File: src/sv/multi_channel_mailbox_with_acl_core_defines.svh
// ----------------------------------------------------------------------------
// Mailbox assertion macros
// Shared concurrent assertion forms used by the mailbox top level.
// ----------------------------------------------------------------------------
`ifndef MULTI_CHANNEL_MAILBOX_WITH_ACL_CORE_DEFINES_SVH
`define MULTI_CHANNEL_MAILBOX_WITH_ACL_CORE_DEFINES_SVH

// Same-cycle implication, disabled while reset is asserted.
`define MCMB_ASSERT_NOW(lbl, clk, rst_n, ante, cons, msg) \
  lbl: assert property (@(posedge clk) disable iff (!rst_n) (ante) |-> (cons)) else $error(msg);

// Next-cycle implication, disabled while reset is asserted.
`define MCMB_ASSERT_NEXT(lbl, clk, rst_n, ante, cons, msg) \
  lbl: assert property (@(posedge clk) disable iff (!rst_n) (ante) |=> (cons)) else $error(msg);

`endif

File: src/sv/mcmb_pkg.sv
// ----------------------------------------------------------------------------
// Mailbox package
// Sizes, request and status codes, and the command passed front to back.
// ----------------------------------------------------------------------------
package mcmb_pkg;

  localparam int CHANNELS    = 8;
  localparam int RING_DEPTH  = 16;
  localparam int MSG_W       = 64;
  localparam int CH_W        = (CHANNELS > 1) ? $clog2(CHANNELS) : 1;
  localparam int IDX_W       = $clog2(RING_DEPTH);
  localparam int FILL_W      = $clog2(RING_DEPTH + 1);
  localparam int ADDR_W      = CH_W + IDX_W;
  localparam int QUEUE_DEPTH = 4;
  localparam int QPTR_W      = $clog2(QUEUE_DEPTH);
  localparam int QCNT_W      = $clog2(QUEUE_DEPTH + 1);

  typedef enum logic [1:0] {
    ACT_WRITE = 2'd0,
    ACT_POLL  = 2'd1,
    ACT_ACL   = 2'd2,
    ACT_NONE  = 2'd3
  } action_t;

  typedef enum logic [2:0] {
    ST_OK          = 3'd0,
    ST_BAD_CHANNEL = 3'd1,
    ST_NOT_AUTH    = 3'd2,
    ST_FULL        = 3'd3,
    ST_EMPTY       = 3'd4
  } status_t;

  typedef enum logic [1:0] {
    CMD_NONE = 2'd0,
    CMD_PUSH = 2'd1,
    CMD_POP  = 2'd2
  } op_t;

  typedef struct packed {
    op_t                op;
    status_t            status;
    logic [ADDR_W-1:0]  addr;
    logic [MSG_W-1:0]   data;
  } cmd_t;

endpackage

File: src/sv/mcmb_front.sv
// ----------------------------------------------------------------------------
// Mailbox front end
// Accepts requests, checks them against the channel counters and access
// masks, updates that state and issues one command per request.
// ----------------------------------------------------------------------------
module mcmb_front import mcmb_pkg::*; (
  input  logic              clk,
  input  logic              rst_n,
  input  logic              in_valid,
  output logic              in_ready,
  input  logic [1:0]        in_action,
  input  logic [3:0]        in_channel,
  input  logic [MSG_W-1:0]  in_message,
  input  logic signed [6:0] in_task_id,
  input  logic              in_allow,
  output logic              q_valid,
  input  logic              q_ready,
  output cmd_t              q_cmd
);

  logic [MSG_W-1:0]  mask_r [CHANNELS];
  logic [IDX_W-1:0]  rd_idx_r [CHANNELS];
  logic [IDX_W-1:0]  wr_idx_r [CHANNELS];
  logic [FILL_W-1:0] fill_r [CHANNELS];

  logic [MSG_W-1:0]  mask_nxt;
  logic [IDX_W-1:0]  rd_idx_nxt;
  logic [IDX_W-1:0]  wr_idx_nxt;
  logic [FILL_W-1:0] fill_nxt;

  action_t          act;
  logic [CH_W-1:0]  ch;
  logic             ch_ok;
  logic             trusted;
  logic [5:0]       tid;
  logic [MSG_W-1:0] tid_bit;
  logic             accept;

  assign act     = action_t'(in_action);
  assign ch      = in_channel[CH_W-1:0];
  assign ch_ok   = {1'b0, in_channel} < 5'(CHANNELS);
  assign trusted = in_task_id[6];
  assign tid     = in_task_id[5:0];
  assign tid_bit = {{(MSG_W-1){1'b0}}, 1'b1} << tid;
  assign in_ready = q_ready;
  assign q_valid  = in_valid;
  assign accept   = in_valid && q_ready;

  always_comb begin
    q_cmd.op     = CMD_NONE;
    q_cmd.status = ST_OK;
    q_cmd.addr   = {ch, wr_idx_r[ch]};
    q_cmd.data   = in_message;
    mask_nxt     = mask_r[ch];
    rd_idx_nxt   = rd_idx_r[ch];
    wr_idx_nxt   = wr_idx_r[ch];
    fill_nxt     = fill_r[ch];
    priority if (act == ACT_NONE) begin
      q_cmd.status = ST_OK;
    end else if (!ch_ok) begin
      q_cmd.status = ST_BAD_CHANNEL;
    end else begin
      unique case (act)
        ACT_WRITE: begin
          priority if (!trusted && !mask_r[ch][tid]) begin
            q_cmd.status = ST_NOT_AUTH;
          end else if (fill_r[ch] >= FILL_W'(RING_DEPTH)) begin
            q_cmd.status = ST_FULL;
          end else begin
            q_cmd.op   = CMD_PUSH;
            wr_idx_nxt = (wr_idx_r[ch] == IDX_W'(RING_DEPTH - 1)) ? '0
                                                                    : wr_idx_r[ch] + 1'b1;
            fill_nxt   = fill_r[ch] + 1'b1;
          end
        end
        ACT_POLL: begin
          q_cmd.addr = {ch, rd_idx_r[ch]};
          if (fill_r[ch] == '0) begin
            q_cmd.status = ST_EMPTY;
          end else begin
            q_cmd.op   = CMD_POP;
            rd_idx_nxt = (rd_idx_r[ch] == IDX_W'(RING_DEPTH - 1)) ? '0
                                                                    : rd_idx_r[ch] + 1'b1;
            fill_nxt   = fill_r[ch] - 1'b1;
          end
        end
        ACT_ACL: begin
          if (!trusted) begin
            mask_nxt = in_allow ? (mask_r[ch] | tid_bit) : (mask_r[ch] & ~tid_bit);
          end
        end
        default: begin
          q_cmd.status = ST_OK;
        end
      endcase
    end
  end

  always_ff @(posedge clk) begin
    if (!rst_n) begin
      for (int i = 0; i < CHANNELS; i++) begin
        mask_r[i]   <= '0;
        rd_idx_r[i] <= '0;
        wr_idx_r[i] <= '0;
        fill_r[i]   <= '0;
      end
    end else if (accept && ch_ok) begin
      mask_r[ch]   <= mask_nxt;
      rd_idx_r[ch] <= rd_idx_nxt;
      wr_idx_r[ch] <= wr_idx_nxt;
      fill_r[ch]   <= fill_nxt;
    end
  end

endmodule

File: config.mk
export PLATFORM = sky130hd
export DESIGN_NAME = mcmb_front
export DESIGN_NICKNAME = d
export VERILOG_FILES = /design/src/sv/multi_channel_mailbox_with_acl_core_defines.svh /design/src/sv/mcmb_pkg.sv /design/src/sv/mcmb_front.sv
export SDC_FILE = /design/constraint.sdc
export NUM_CORES = 1
export LEC_CHECK = 0
export BUFFER_PORTS_ARGS = -buffer_cell sky130_fd_sc_hd__buf_2
export CAP_MARGIN = 30
export CORE_ASPECT_RATIO = 0.75
export CORE_MARGIN = 2
export CORE_UTILIZATION = 37
export CTS_CLUSTER_SIZE = 10
export DETAILED_ROUTE_END_ITERATION = 12
export PLACE_DENSITY_LB_ADDON = 0.2
export SYNTH_ARGS = -nofsm -noshare
export SYNTH_HDL_FRONTEND = slang
export SYNTH_SLANG_ARGS = --single-unit
File: constraint.sdc
create_clock -name clk -period 8.6 [get_ports clk]
set_input_delay 0 -clock clk [delete_from_list [all_inputs] [get_ports clk]]
set_output_delay 0 -clock clk [all_outputs]
set_load 0.05 [all_outputs]
# Word level (Yosys, flattened, before mapping)

Memories as Yosys holds them, arrays and structs flattened.
Index checks and enable logic that the tools add are counted.

Output and inout bits: 78
Register bits: 0
Logic and storage cells: 86
Input port bits: 82
RAM bits: 616
Memories: 4

Memory list:

| name     | depth | width | read ports | clocked after Yosys merged registers in | write ports | RTL line         | RTL |
|---|---|---|---|---|---|---|---|
| mask_r   | 8     | 64    | 1          | 0                                       | 8           | mcmb_front.sv:21 | `logic [MSG_W-1:0] mask_r [CHANNELS];` |
| fill_r   | 8     | 5     | 1          | 0                                       | 8           | mcmb_front.sv:24 | `logic [FILL_W-1:0] fill_r [CHANNELS];` |
| rd_idx_r | 8     | 4     | 1          | 0                                       | 8           | mcmb_front.sv:22 | `logic [IDX_W-1:0] rd_idx_r [CHANNELS];` |
| wr_idx_r | 8     | 4     | 1          | 0                                       | 8           | mcmb_front.sv:23 | `logic [IDX_W-1:0] wr_idx_r [CHANNELS];` |

Eq/ne operators: 5
Reduce and logical (&&, ||, !) cells: 11
Add/sub/neg operators: 4
$lt $le $gt $ge: 3
Multiplexer cells: 55
Shift operators: 1
Bitwise logic cells: 3

Operator list:

| operator               | count |
|---|---|
| $mux W64               | 6 |
| $and A64 B64 Y64       | 1 |
| $mux W4                | 16 |
| $not A64 Y64           | 1 |
| $or A64 B64 Y64        | 1 |
| $reduce_or A64 Y1      | 1 |
| $shl A1 B6 Y64 const A | 1 |
| $mux W5                | 6 |
| $mux W3                | 7 |
| $mux W1                | 11 |
| $mux W2                | 5 |
| $pmux W5 S2            | 1 |
| $add A4 B1 Y4 const B  | 2 |
| $eq A4 B4 Y1 const B   | 2 |
| $reduce_or A4 Y1       | 2 |
| $lt A6 B7 Y1 const B   | 1 |
| $bmux W1 S6            | 1 |
| $pmux W3 S2            | 1 |
| $add A5 B1 Y5 const B  | 1 |
| $ge A5 B5 Y1 const B   | 1 |
| $logic_not A5 Y1       | 1 |
| $reduce_or A5 Y1       | 1 |
| $sub A5 B1 Y5 const B  | 1 |
| $eq A2 B2 Y1 const B   | 2 |
| other kinds (6)        | 9 |

# Depth between registers and ports, before layout

An unclocked memory read counts as a cell.

Depth in word-level cells: 10
Mapped depth: 19
Gate-level depth less buffers: 13

# Worst setup path before layout

OpenSTA, ideal clock, no wires.

Kind: input-to-reg
Start point: input port in_channel[2]
End point: memory fill_r[2][0] (netlist bit), enable pin
Data required time: 8.163 ns
Setup slack: 4.893 ns
Path buffers: 7
Stages on the path: 10
Data arrival time: 3.270 ns
Setup time: 0.437 ns
Cells stage by stage: buf_6 buf_6 buf_6 buf_4 buf_4 nor3b_1 nand2_1 clkbuf_1 clkbuf_1 nand2_1

RTL lines:

| item               | RTL line         | RTL |
|---|---|---|
| start: declaration | mcmb_front.sv:12 | `input logic [3:0] in_channel,` |
| end: declaration   | mcmb_front.sv:24 |  |

==> flow_summary.toml <==
[worst_setup_path]
slowest_delay_ns = 0.82
reg2regPathDepth = 10
reg2reg_from = "mask_r[4][55]"
cp_common_cell = "o22ai_1"
required_ns = 8.60
cp_max_fo = 88
critical_path_buf_inv_count = 3
critPathKind = "primary input to primary output"
startpoint_type = "primary input"
worstSetupStartpoint = "in_channel[2]"
crit_path_end_kind = "primary output"
rrSetupSlack_ns = 4.61
cp_top_family = "buffers and inverters"
reg2reg_to = "fill_r[6][2]"
crit_arrival_ns = 4.69
worstPathCellList = "buf_8 > buf_4 > mux2i_1 > a22o_1 > a221oi_1 > o22ai_1 > o21ai_0 > or4b_1 > or2_0 > nand2_1 > a21oi_1 > o22ai_1 > buf_2"
critPathSlowestCell = "buf_4"

[hold_path]
min-delay-start = "in_message[33]"
min_path_type = "primary input to primary output"
whs_path_depth = 0
min_to = "q_cmd[33]"

[synth]
ys_async_sr_fraction = 0
yosysUniqueCellTypes = 76
syn_area_per_cell_um2 = 12.2
syn_inst = 2391
synthFlopType = "edfxtp_1"
yosysSeqAreaShare = 0.633
synth_warnings = 0
synth_seq_cells = 616
syn_area_um2 = 29200
synth_edf_count = 616
syn-num-nets = 2478

[timing]
slew_violations = 0
clock_skew_ns = 0.0334
finalWorstSetupSlack_ns = 3.91
hold_violations = 0
fin_crit_ns = 4.69
slew_headroom = 0.221
tns_ns = 0
grt_setup_unrepaired = "no"
fmax_mhz = 213
fin_crit_sh = 0.545
setup_viol = 0
worst_pin_slew_ns = 1.17
hold_slack_ns = 0.0000220

[pwr]
vdd_ir_drop_max_uv = 150
p_per_area_nw_per_um2 = 215
leakage_nw = 11.4
power_w = 0.00687

[cts]
post_cts_buffers = 0
clkSinkCount = 616
numCtsBuffers = 72
hold_buffers = 0
cts_tree = "yes"
h-tree-depth = 3
cts_resized = 0
root_buffer = "clkbuf_16"
clockBufferDepth = 3
clk_latency_ns = 0.63

[global_routing]
track_usage = 0.244
grt_start_max_net_pins = 89
globalRoute.totalOverflow = 0
antenna_found_initial = 6
grt_pass1_vias = 19900
grt_pass1_wl_um = 143000

[floorplanning]
io_pins = 160
row_count = 89
dieArea_um2 = 81300
die_h_um = 247
initial_core_util = 0.373
die_w_um = 329
core-area_um2 = 78400

[finish]
multi_input_area_um2 = 9420
final_area_um2 = 32000
fillers = 7367
area_delta_synth_final_pct = 9.35
fin_nets = 2397
drive_above_1_share = 0.143
regArea_um2 = 18500

[drt]
wl_per_cell_um = 29.5
drt_pass1_iterations = 6
drc = 0
vias_per_cell = 6.02
drt_wl_total_um = 99200
dr.first_iter.drc_count = 2631
vias = 20300
ant_nets = 0

[place]
place_ws_ns = 3.51
dpl_cell_area_um2 = 29900
place.gp.congestion = 0.896
io_buffers = 31
dp_hpwl_um = 56800

[job]
drv_cap = 0

[run_status]
outcome = "finished clean"
==> area by class of cell <==
| class | count | area share |
|---|---|---|
| diodes | 1 | 0.0000783 |
| clock buffers | 78 | 0.0591 |
| clock inverters | 7 | 0.00215 |
| inverters | 18 | 0.00211 |
| multi-input cells | 1512 | 0.295 |
| flip-flops and latches | 616 | 0.579 |
| well taps | 1046 | 0.0410 |
| repair buffers | 90 | 0.0220 |
==> layer usage <==
metal,vias to the layer above,share of wire,GRT usage
met5,-,0.00030,0
met4,6,0.026,0.0709
met3,170,0.10,0.0520
met2,1178,0.44,0.364
met1,10400,0.44,0.357
li1,8528,-,-
==> sequential cells by signal, indices dropped and copies added (netlist names) <==
signal / cells
wr_idx_r: 32
rd_idx_r: 32
mask_r: 512
fill_r: 40
==> power breakdown <==
group          internal [W]  leakage, nW  switching, W
logic              0.000184         4.06      0.000518
registers           0.00341         6.37     0.0000279
clock network       0.00157        0.963       0.00116
total               0.00516         11.4       0.00171
==> cell usage in the layout, fill, tap and decap left out, types with 33 or more instances in the layout <==
cell and n:
a221oi_1 47, o21ai_0 36, a22oi_1 42, mux2i_1 119
buf_4 52, clkbuf_16 75, edfxtp_1 616, nand2_1 132
mux2_2 89, a21oi_1 45, mux4_2 33, nor2_1 660
==> cells by family after synthesis <==
family          after synthesis  synth area share
buf+inv                     263            0.0499
xor+xnor                      2          0.000600
simple gates                926             0.128
flops                       616             0.633
fa+ha+maj                     5           0.00214
mux                         242             0.101
compound gates              337            0.0849
==> how the worst max path moves through the flow <==
stage | end | cells after the start
finish | q_cmd[71] | 13
global route | q_cmd[71] | 13
detailed placement | wr_idx_r[2][0] | 12
CTS | q_cmd[71] | 13
global placement | fill_r[4][2] | 12
floorplan | fill_r[2][0] | 10
==> synthesized netlist by cell type (4+ instances only) <==
library cell	n	area, µm²
inv_1	15	56.3
a31oi_1	14	87.6
nor2_1	662	2480
nor3b_1	6	45.0
buf_4	86	646
a22oi_1	42	315
a32oi_1	4	35.0
nor3_1	15	75.1
or2_2	4	25.0
a21oi_1	45	225
a311oi_1	10	87.6
edfxtp_1	616	18500
nor2b_1	17	106
mux2i_1	119	1190
clkbuf_1	109	409
a221o_1	18	180
nand2_1	148	556
o21ai_1	16	80.1
buf_1	11	41.3
o2bb2ai_1	4	35.0
buf_2	25	125
mux2_2	89	1000
a22o_1	15	131
a211oi_1	10	75.1
o22ai_1	24	150
nand3_1	29	145
a221oi_1	47	412
ha_1	5	62.6
o21ai_0	36	180
o221ai_1	7	61.3
o211ai_1	12	90.1
mux4_2	33	743
a222oi_1	5	50.1
nand2b_1	14	87.6
buf_6	12	135
and3_1	6	37.5
==> per-stage QoR <==
step           instances   util
2_1_floorplan       2391      -
3_3_place_gp        3271  0.380
3_5_place_dp        3279  0.382
4_1_cts             3364  0.407
5_1_grt             3368  0.408
6_report            3368  0.408
Power figures use the tool's default switching activity.
