### src/sv/multi_channel_mailbox_with_acl_core_defines.svh
// ----------------------------------------------------------------------------
// Mailbox assertion macros
// Shared concurrent assertion forms used by the mailbox top level.
// ----------------------------------------------------------------------------
`ifndef MULTI_CHANNEL_MAILBOX_WITH_ACL_CORE_DEFINES_SVH
`define MULTI_CHANNEL_MAILBOX_WITH_ACL_CORE_DEFINES_SVH

// Same-cycle implication, disabled while reset is asserted.
`define MCMB_ASSERT_NOW(lbl, clk, rst_n, ante, cons, msg) \
  lbl: assert property (@(posedge clk) disable iff (!rst_n) (ante) |-> (cons)) else $error(msg);

// Next-cycle implication, disabled while reset is asserted.
`define MCMB_ASSERT_NEXT(lbl, clk, rst_n, ante, cons, msg) \
  lbl: assert property (@(posedge clk) disable iff (!rst_n) (ante) |=> (cons)) else $error(msg);

`endif

### src/sv/mcmb_pkg.sv
// ----------------------------------------------------------------------------
// Mailbox package
// Sizes, request and status codes, and the command passed front to back.
// ----------------------------------------------------------------------------
package mcmb_pkg;

  localparam int CHANNELS    = 8;
  localparam int RING_DEPTH  = 16;
  localparam int MSG_W       = 64;
  localparam int CH_W        = (CHANNELS > 1) ? $clog2(CHANNELS) : 1;
  localparam int IDX_W       = $clog2(RING_DEPTH);
  localparam int FILL_W      = $clog2(RING_DEPTH + 1);
  localparam int ADDR_W      = CH_W + IDX_W;
  localparam int QUEUE_DEPTH = 4;
  localparam int QPTR_W      = $clog2(QUEUE_DEPTH);
  localparam int QCNT_W      = $clog2(QUEUE_DEPTH + 1);

  typedef enum logic [1:0] {
    ACT_WRITE = 2'd0,
    ACT_POLL  = 2'd1,
    ACT_ACL   = 2'd2,
    ACT_NONE  = 2'd3
  } action_t;

  typedef enum logic [2:0] {
    ST_OK          = 3'd0,
    ST_BAD_CHANNEL = 3'd1,
    ST_NOT_AUTH    = 3'd2,
    ST_FULL        = 3'd3,
    ST_EMPTY       = 3'd4
  } status_t;

  typedef enum logic [1:0] {
    CMD_NONE = 2'd0,
    CMD_PUSH = 2'd1,
    CMD_POP  = 2'd2
  } op_t;

  typedef struct packed {
    op_t                op;
    status_t            status;
    logic [ADDR_W-1:0]  addr;
    logic [MSG_W-1:0]   data;
  } cmd_t;

endpackage

### src/sv/mcmb_queue.sv
// ----------------------------------------------------------------------------
// Mailbox command queue
// Small FIFO of commands between the front end and the ring back end.
// ----------------------------------------------------------------------------
module mcmb_queue import mcmb_pkg::*; (
  input  logic clk,
  input  logic rst_n,
  input  logic push_valid,
  output logic push_ready,
  input  cmd_t push_cmd,
  output logic pop_valid,
  input  logic pop_ready,
  output cmd_t pop_cmd
);

  cmd_t              slot_r [QUEUE_DEPTH];
  logic [QPTR_W-1:0] wptr_r;
  logic [QPTR_W-1:0] rptr_r;
  logic [QCNT_W-1:0] count_r;
  logic              do_push;
  logic              do_pop;

  assign push_ready = count_r != QCNT_W'(QUEUE_DEPTH);
  assign pop_valid  = count_r != '0;
  assign pop_cmd    = slot_r[rptr_r];
  assign do_push    = push_valid && push_ready;
  assign do_pop     = pop_valid && pop_ready;

  always_ff @(posedge clk) begin
    if (do_push) begin
      slot_r[wptr_r] <= push_cmd;
    end
  end

  always_ff @(posedge clk) begin
    if (!rst_n) begin
      wptr_r  <= '0;
      rptr_r  <= '0;
      count_r <= '0;
    end else begin
      if (do_push) begin
        wptr_r <= (wptr_r == QPTR_W'(QUEUE_DEPTH - 1)) ? '0 : wptr_r + 1'b1;
      end
      if (do_pop) begin
        rptr_r <= (rptr_r == QPTR_W'(QUEUE_DEPTH - 1)) ? '0 : rptr_r + 1'b1;
      end
      if (do_push && !do_pop) begin
        count_r <= count_r + 1'b1;
      end else if (do_pop && !do_push) begin
        count_r <= count_r - 1'b1;
      end
    end
  end

endmodule

### config.mk
export PLATFORM = sky130hd
export DESIGN_NAME = mcmb_queue
export DESIGN_NICKNAME = d
export VERILOG_FILES = /design/src/sv/multi_channel_mailbox_with_acl_core_defines.svh /design/src/sv/mcmb_pkg.sv /design/src/sv/mcmb_queue.sv
export SDC_FILE = /design/constraint.sdc
export NUM_CORES = 1
export LEC_CHECK = 0
export ABC_AREA = 1
export BUFFER_PORTS_ARGS = -buffer_cell sky130_fd_sc_hd__buf_4
export CORE_ASPECT_RATIO = 1.2
export CORE_MARGIN = 2
export CORE_UTILIZATION = 29
export DETAILED_ROUTE_END_ITERATION = 12
export SETUP_SLACK_MARGIN = 0.1
export SYNTH_ARGS = -nofsm -noshare
export SYNTH_HDL_FRONTEND = slang
export SYNTH_SLANG_ARGS = --single-unit
### constraint.sdc
create_clock -name clk -period 10.7 [get_ports clk]
set_input_delay 2.14 -clock clk [delete_from_list [all_inputs] [get_ports clk]]
set_output_delay 2.14 -clock clk [all_outputs]
set_load 0.03 [all_outputs]
======== Yosys cells after proc, flatten, opt, wreduce, memory -nomap -nowiden ========
Memories as Yosys holds them, arrays and structs flattened. A register that Yosys moved wholly into a read port is not among the register bits.
Index checks and enable logic that the tools add are counted.
operators by class
  add/sub/neg operators ................... 4
  multiply operators ...................... 0
  div/mod/pow operators ................... 0
  magnitude comparators ................... 0
  eq/ne operators ......................... 3
  shift-type cells ........................ 0
  mux-type cells .......................... 8
  bitwise gates (word level) .............. 0
  reduce and logical (&&, ||, !) cells .... 8
operators by type and width
  kind                                                                count
  2-bit two-way mux                                                   4
  3-bit two-way mux                                                   2
  2-bit by 1-bit adder with 2-bit output, second input constant       2
  2-bit equality test, second input constant                          2
  1-bit logical AND                                                   4
  3-bit by 1-bit adder with 3-bit output, second input constant       1
  3-bit inequality test, second input constant                        1
  3-bit nonzero test                                                  1
  3-bit by 1-bit subtractor with 3-bit output, second input constant  1
  1-bit logical NOT                                                   2
  1-bit two-way mux                                                   2
  2-bit nonzero test                                                  1
storage, ports and cells
  register bits ........................... 7
  bits in latches ......................... 0
  memory bits (writable) .................. 304
  bits in read-only memories .............. 0
  input bits .............................. 80
  output and inout bits ................... 78
  logic and storage cells ................. 27
  memories ................................ 1
memories
  name    depth  width  rd ports  clocked after Yosys merged registers in  wr ports  line              text
  slot_r  4      76     1         1                                        1         mcmb_queue.sv:16  cmd_t slot_r [QUEUE_DEPTH];

======== Longest topological paths before layout ========
Gate-level depths: netlist of run 1.
  depth in word-level cells ............... 6
  depth in mapped cells ................... 13
  depth with buffers taken out ............ 13

======== Worst setup path before layout of run 1 ========
No wires, ideal clock.
  kind .................................... input-to-reg
  start ................................... input push_valid
  end ..................................... memory slot_r[0][0] (netlist name) (enable)
  library setup time ...................... 0.511 ns
  arrival time ............................ 5.474 ns
  data required time ...................... 10.189 ns
  path slack .............................. 4.715 ns
  stages on the path ...................... 2
  buffers on the path ..................... 0
  cells stage by stage .................... nand2_1 nor2_1
on the way
  word-level cells in the longest chain between the ends .. 3
ends and longest elaborated chain
  what                                     line              text
  start: declaration                       mcmb_queue.sv:8   input logic push_valid,
  1-bit logical AND                        mcmb_queue.sv:26  assign do_push = push_valid && push_ready;
  1-bit two-way mux                        mcmb_queue.sv:30  if (do_push) begin
  1-bit two-way mux (implied by the code)  mcmb_queue.sv:31  slot_r[wptr_r] <= push_cmd;
  end: declaration                         mcmb_queue.sv:16
No other way between the ends.

==> results.json, run 1 <==
{
  "clock_latency_ns": 0.50,
  "endpoint_kind": "output pin",
  "drtIter0Drc": 438,
  "track_usage_pct": 12.2,
  "tns_ns": 0,
  "cts_buffer_depth": 3,
  "async_flop_share_pct": 0,
  "p_sw_w": 0.00137,
  "worst-path-stages": 4,
  "wl_per_cell_um": 17.1,
  "grt_pass1_wl_um": 39900,
  "synth_top_flop_cell": "edfxtp_1",
  "crit_top_cell": "buf_4",
  "io_pins": 158,
  "r2r_slack_ns": 7.80,
  "cts-htree-levels": 2,
  "yosys.area.top_type": "edfxtp_1",
  "slew_violations": 0,
  "reg2reg_to": "slot_r[1][22]$_DFFE_PP_",
  "dr.pass1.iters": 4,
  "core_mm2": 0.0406,
  "cts-resized-gates": 0,
  "fin_crit_sh_pct": 47.0,
  "max_freq_ghz": 0.199,
  "cp-endpoint": "pop_cmd[67]",
  "clkPwrFrac_pct": 29.8,
  "gp_congestion": 0.692,
  "max_slew_margin_pct": 37.3,
  "yosysSeqAreaShare_pct": 78.3,
  "port_buffers": 157,
  "maxCapViolCount": 0,
  "cp_max_fo": 92,
  "synth-edff-count": 304,
  "leakage_nw": 5.02,
  "min_period_ns": 5.03,
  "n_antenna_cell": 0,
  "netlist_area_mm2": 0.0119,
  "synthDistinctLibCells": 26,
  "hold_viol": 0,
  "ys_ff_latch": 313,
  "combPwrFrac_pct": 31.2,
  "crit_type": "reg -> out",
  "internal_power_w": 0.00260,
  "synth_cells": 805,
  "crit_arrival_ns": 2.89,
  "post-synth-top-count-cell": "edfxtp_1",
  "dieArea_mm2": 0.0426,
  "netSwitchingFraction_pct": 34.4,
  "synth_common_cells": "edfxtp_1, nor2_1, o21ai_0, o22ai_1, nor2_2",
  "rsz0062_at_grt": "false",
  "fillers": 3884,
  "synth_area_leaders": "edfxtp_1, o21ai_0, nor2_1",
  "cts_tree": "done",
  "r2r_start": "count_r[1]$_SDFFE_PN0P_",
  "reg2reg_depth": 5,
  "worst_slew_pin_slew_ns": 0.938,
  "p_total_w": 0.00397,
  "yosysTopAreaCellShare_pct": 76.8,
  "cts_sinks": 313,
  "drtAntennaViolNets": 0,
  "antenna_found_initial": 0,
  "path_cells": "buf_4 > o21ai_0 > o22ai_1 > buf_4",
  "finalSetupViolCount": 0,
  "synth_nets": 892,
  "dp_hpwl_um": 14300,
  "synth_area_per_cell_um2": 14.8,
  "drive_gt1_share_pct": 24.8,
  "critPathBufInv": 2,
  "clockRootBuffer": "clkbuf_16",
  "die_h_um": 226,
  "num_rows": 81,
  "path_delay_family": "buffers and inverters",
  "start_util_pct": 29.2,
  "vias": 6977,
  "hp-class": "reg -> reg",
  "hold_buffers": 0,
  "wirelength_um": 26000,
  "p_seq_share_pct": 39.0,
  "yosysWarningCount": 0,
  "start_kind": "flop",
  "nets": 1043,
  "fp.dieW_um": 189,
  "critical-path-max-stage-delay_ns": 0.81,
  "via_per_inst": 4.59,
  "power_density_mw_per_mm2": 272,
  "first_global_vias": 7020,
  "finClkSkew_ns": 0.00955,
  "clk_pin_slew_ns": 0.07,
  "slowest_stage": "buf_4",
  "area_growth_pct": 22.9,
  "grt_max_degree": 153,
  "required_ns": 8.56,
  "cts_setup_buffers": 0,
  "drc": 0,
  "gr-total-overflow": 0,
  "status": "finished, final reports clean",
  "numCtsBuffers": 34,
  "ir_drop_uv": 136
}
## routing by layer
metal | up-vias | routed length (µm) | part of all wire [%] | track usage [%]
met5 | - | 0 | 0 | 0
met2 | 186 | 12800 | 49 | 20.5
li1 | 3312 | - | - | -
met3 | 28 | 1390 | 5.3 | 2.70
met1 | 3451 | 11400 | 44 | 15.8
met4 | 0 | 380 | 1.5 | 3.33
## logic make-up (layout without fill, tap and decap cells)
family / Yosys count / count (layout) / share of synthesized area [%]
compound gates: 232 / 232 / 10.8
fa+ha+maj: 7 / 7 / 0.800
buf+inv: 66 / 243 / 3.73
flops: 313 / 313 / 78.3
simple gates: 187 / 187 / 6.31
## state kept, by name (all words and copies together), names as in the netlist, named ones only
name	count
slot_r	304
rptr_r	2
wptr_r	2
count_r	3
## power groups by stage
| stage | clock [W] | combinational [W] | sequential [W] |
|---|---|---|---|
| finish | 0.00118 | 0.00124 | 0.00155 |
| CTS | 0.00122 | 0.00126 | 0.00155 |
| floorplan | 0 | 0.000851 | 0.00156 |
| detailed placement | 0 | 0.00126 | 0.00157 |
| global route | 0.00126 | 0.00135 | 0.00156 |
| global placement | 0 | 0.00125 | 0.00157 |
## worst min-delay path, cell delays in order (launching register included)
cell and delay (ns):
dfxtp_1 0.34, inv_1 0.07, a21oi_1 0.06
## how the worst min path moves through the flow
| stage | start | end | slack [ns] | cells after the start |
|---|---|---|---|---|
| floorplan | count_r[0]$_SDFFE_PN0P_ | count_r[0]$_SDFFE_PN0P_ | 0.48 | 2 |
| global placement | count_r[0]$_SDFFE_PN0P_ | count_r[0]$_SDFFE_PN0P_ | 0.50 | 2 |
| detailed placement | count_r[0]$_SDFFE_PN0P_ | count_r[0]$_SDFFE_PN0P_ | 0.51 | 2 |
| CTS | count_r[0]$_SDFFE_PN0P_ | count_r[0]$_SDFFE_PN0P_ | 0.52 | 2 |
| global route | count_r[0]$_SDFFE_PN0P_ | count_r[0]$_SDFFE_PN0P_ | 0.55 | 2 |
| finish | count_r[0]$_SDFFE_PN0P_ | count_r[0]$_SDFFE_PN0P_ | 0.51 | 2 |
## metrics by stage
step	hold slack [ns]	cell area (µm²)	utilization (%)	worst slack, ns	std cells
finish	0.510	14600	35.9	5.67	1521
global route	0.550	14600	35.9	5.35	1521
CTS	0.515	14600	35.9	5.54	1521
detailed placement	0.506	13500	33.1	6.08	1459
global placement	0.497	13500	33.1	6.12	1459
floorplan	0.480	11900	-	4.72	805
## cell usage in the layout (no fill, tap or decap), drive strengths merged
cell type	instances
edfxtp	304
nor2	169
buf	164
o21ai	154
o22ai	76
clkbuf	41
inv	18
nand2	15
clkinv	13
dfxtp	9
ha	6
bufinv	4
clkinvlp	3
a21oi	2
nand3b	1
nand3	1
nand4	1
fa	1
## layout make-up
cell class              instances  area, µm²  area share (%)
clock buffers                  41        941            6.44
clock inverters                21        211            1.45
inverters                      17       71.3           0.488
multi-input cells             426       2160            14.8
flip-flops and latches        313       9310            63.8
well taps                     539        674            4.62
repair buffers                164       1230            8.43
Power figures use the tool's default switching activity.
==> run 2: changes to the inputs <==
- clock period: 10.7 -> 5.3 ns (I/O delays scaled with it)
==> run 2 against run 1 <==
Wire length grew 0.32%. Critical path type unchanged. Worst hold slack got worse by 0.0045 ns. Register-to-register slack worse by 5.0 ns. Clock skew is 0.0071 ns higher. Power grew 95%.
==> results.json, run 2 (synthesized netlist as in run 1, its figures left out) <==
{
  "cts_setup_buffers": 0,
  "clock_latency_ns": 0.56,
  "drtAntennaViolNets": 0,
  "core_mm2": 0.0406,
  "antenna_found_initial": 1,
  "maxCapViolCount": 0,
  "cts-htree-levels": 1,
  "fillers": 3852,
  "dp_hpwl_um": 14300,
  "largestRegisters": "slot_r (304), count_r (3)",
  "die_h_um": 226,
  "clk_pin_slew_ns": 0.06,
  "n_antenna_cell": 0,
  "p_total_w": 0.00773,
  "drtIter0Drc": 480,
  "internal_power_w": 0.00502,
  "cts_buffer_depth": 3,
  "port_buffers": 157,
  "ir_drop_uv": 339,
  "largest_reg_flops": 304,
  "first_global_vias": 6774,
  "cts-resized-gates": 0,
  "wl_per_cell_um": 17.1,
  "clkPwrFrac_pct": 26.9,
  "leakage_nw": 4.98,
  "clockRootBuffer": "clkbuf_16",
  "gp_congestion": 0.675,
  "final_common_cell": "edfxtp_1",
  "status": "finished, final reports clean",
  "crit_arrival_ns": 2.75,
  "vias": 6933,
  "cp_max_fo": 152,
  "max_slew_margin_pct": 34.2,
  "num_rows": 81,
  "crit_type": "reg -> out",
  "holdWs_ns": 0.505,
  "numCtsBuffers": 30,
  "io_pins": 158,
  "drc": 0,
  "required_ns": 4.24,
  "tns_ns": 0,
  "power_density_mw_per_mm2": 533,
  "grt_max_degree": 153,
  "wirelength_um": 26000,
  "fp.dieW_um": 189,
  "via_per_inst": 4.56,
  "start_util_pct": 29.2,
  "fin_cells": 1520,
  "cts_sinks": 313,
  "track_usage_pct": 11.8,
  "finalSetupViolCount": 0,
  "slew_violations": 0,
  "start_kind": "flop",
  "critical-path-max-stage-delay_ns": 0.84,
  "hold_buffers": 0,
  "path_cells": "inv_8 > o21ai_0 > o22ai_1 > buf_4",
  "rsz0062_at_grt": "false",
  "nets": 1044,
  "min_period_ns": 3.81,
  "netSwitchingFraction_pct": 35.1,
  "dieArea_mm2": 0.0426,
  "combPwrFrac_pct": 32.6,
  "place_inst": 1464,
  "hold_viol": 0,
  "slowest_stage": "dfxtp_4",
  "worst_slew_pin_slew_ns": 0.985,
  "final_cell_mix": "edfxtp_1, buf_4, o21ai_0",
  "grt_pass1_wl_um": 39000,
  "drive_gt1_share_pct": 24.5,
  "max_freq_ghz": 0.262,
  "finClkSkew_ns": 0.0167,
  "fin_crit_sh_pct": 71.9,
  "cts_tree": "done",
  "area_growth_pct": 21.9,
  "endpoint_kind": "output pin",
  "gr-total-overflow": 0,
  "p_seq_share_pct": 40.5,
  "hp-class": "reg -> reg",
  "p_sw_w": 0.00271,
  "regMostFlops": "slot_r",
  "dr.pass1.iters": 5
}
run 2: through the flow:
| stage | setup slack, ns | cell area, µm² | utilization (%) |
|---|---|---|---|
| floorplan | 0.395 | 11900 | - |
| finish | 1.49 | 14500 | 35.7 |
| global placement | 2.18 | 13500 | 33.3 |
| CTS | 1.54 | 14500 | 35.7 |
| global route | 1.29 | 14500 | 35.7 |
| detailed placement | 2.15 | 13500 | 33.3 |
run 2: layout make-up:
cell class                 count  area [µm²]  area share [%]
tap                          539         674            4.65
multi-input combinational    426        2160            14.9
sequential                   313        9310            64.3
clock inverter                22         175            1.21
inverter                      17        71.3           0.492
timing repair buffer         169        1310            9.01
clock buffer                  34         787            5.43
run 2: path summary, 6_finish.rpt:
path,start,endpoint,slack [ns],depth (start not counted)
hold / removal,count_r[0]$_SDFFE_PN0P_,count_r[0]$_SDFFE_PN0P_,0.51,2
setup / recovery,flop,pop_cmd[30],1.49,4
setup reg to reg,count_r[1]$_SDFFE_PN0P_,slot_r[1][40]$_DFFE_PP_,2.78,5
hold reg to reg,count_r[0]$_SDFFE_PN0P_,count_r[0]$_SDFFE_PN0P_,0.51,2
run 2: critical path, delay by kind of cell, from the launching register on:
kind	cells	cell delay, ns
flip-flops	1	0.84
buffers and inverters	2	0.61
AO/OA/AOI/OAI	2	0.54
run 2: routing by layer:
layer | GRT usage [%] | share of wire [%] | vias up
li1 | - | - | 3303
met1 | 15.4 | 44 | 3433
met2 | 20.0 | 49 | 167
met3 | 2.44 | 5.7 | 28
met4 | 3.25 | 1.6 | 2
met5 | 0 | 0.050 | -
run 2: power by group through the flow:
stage / sequential [W] / clock, W / combinational (W)
floorplan: 0.00315 / 0 / 0.00172
global placement: 0.00318 / 0 / 0.00254
detailed placement: 0.00318 / 0 / 0.00256
CTS: 0.00313 / 0.00214 / 0.00257
global route: 0.00316 / 0.00223 / 0.00274
finish: 0.00313 / 0.00208 / 0.00252
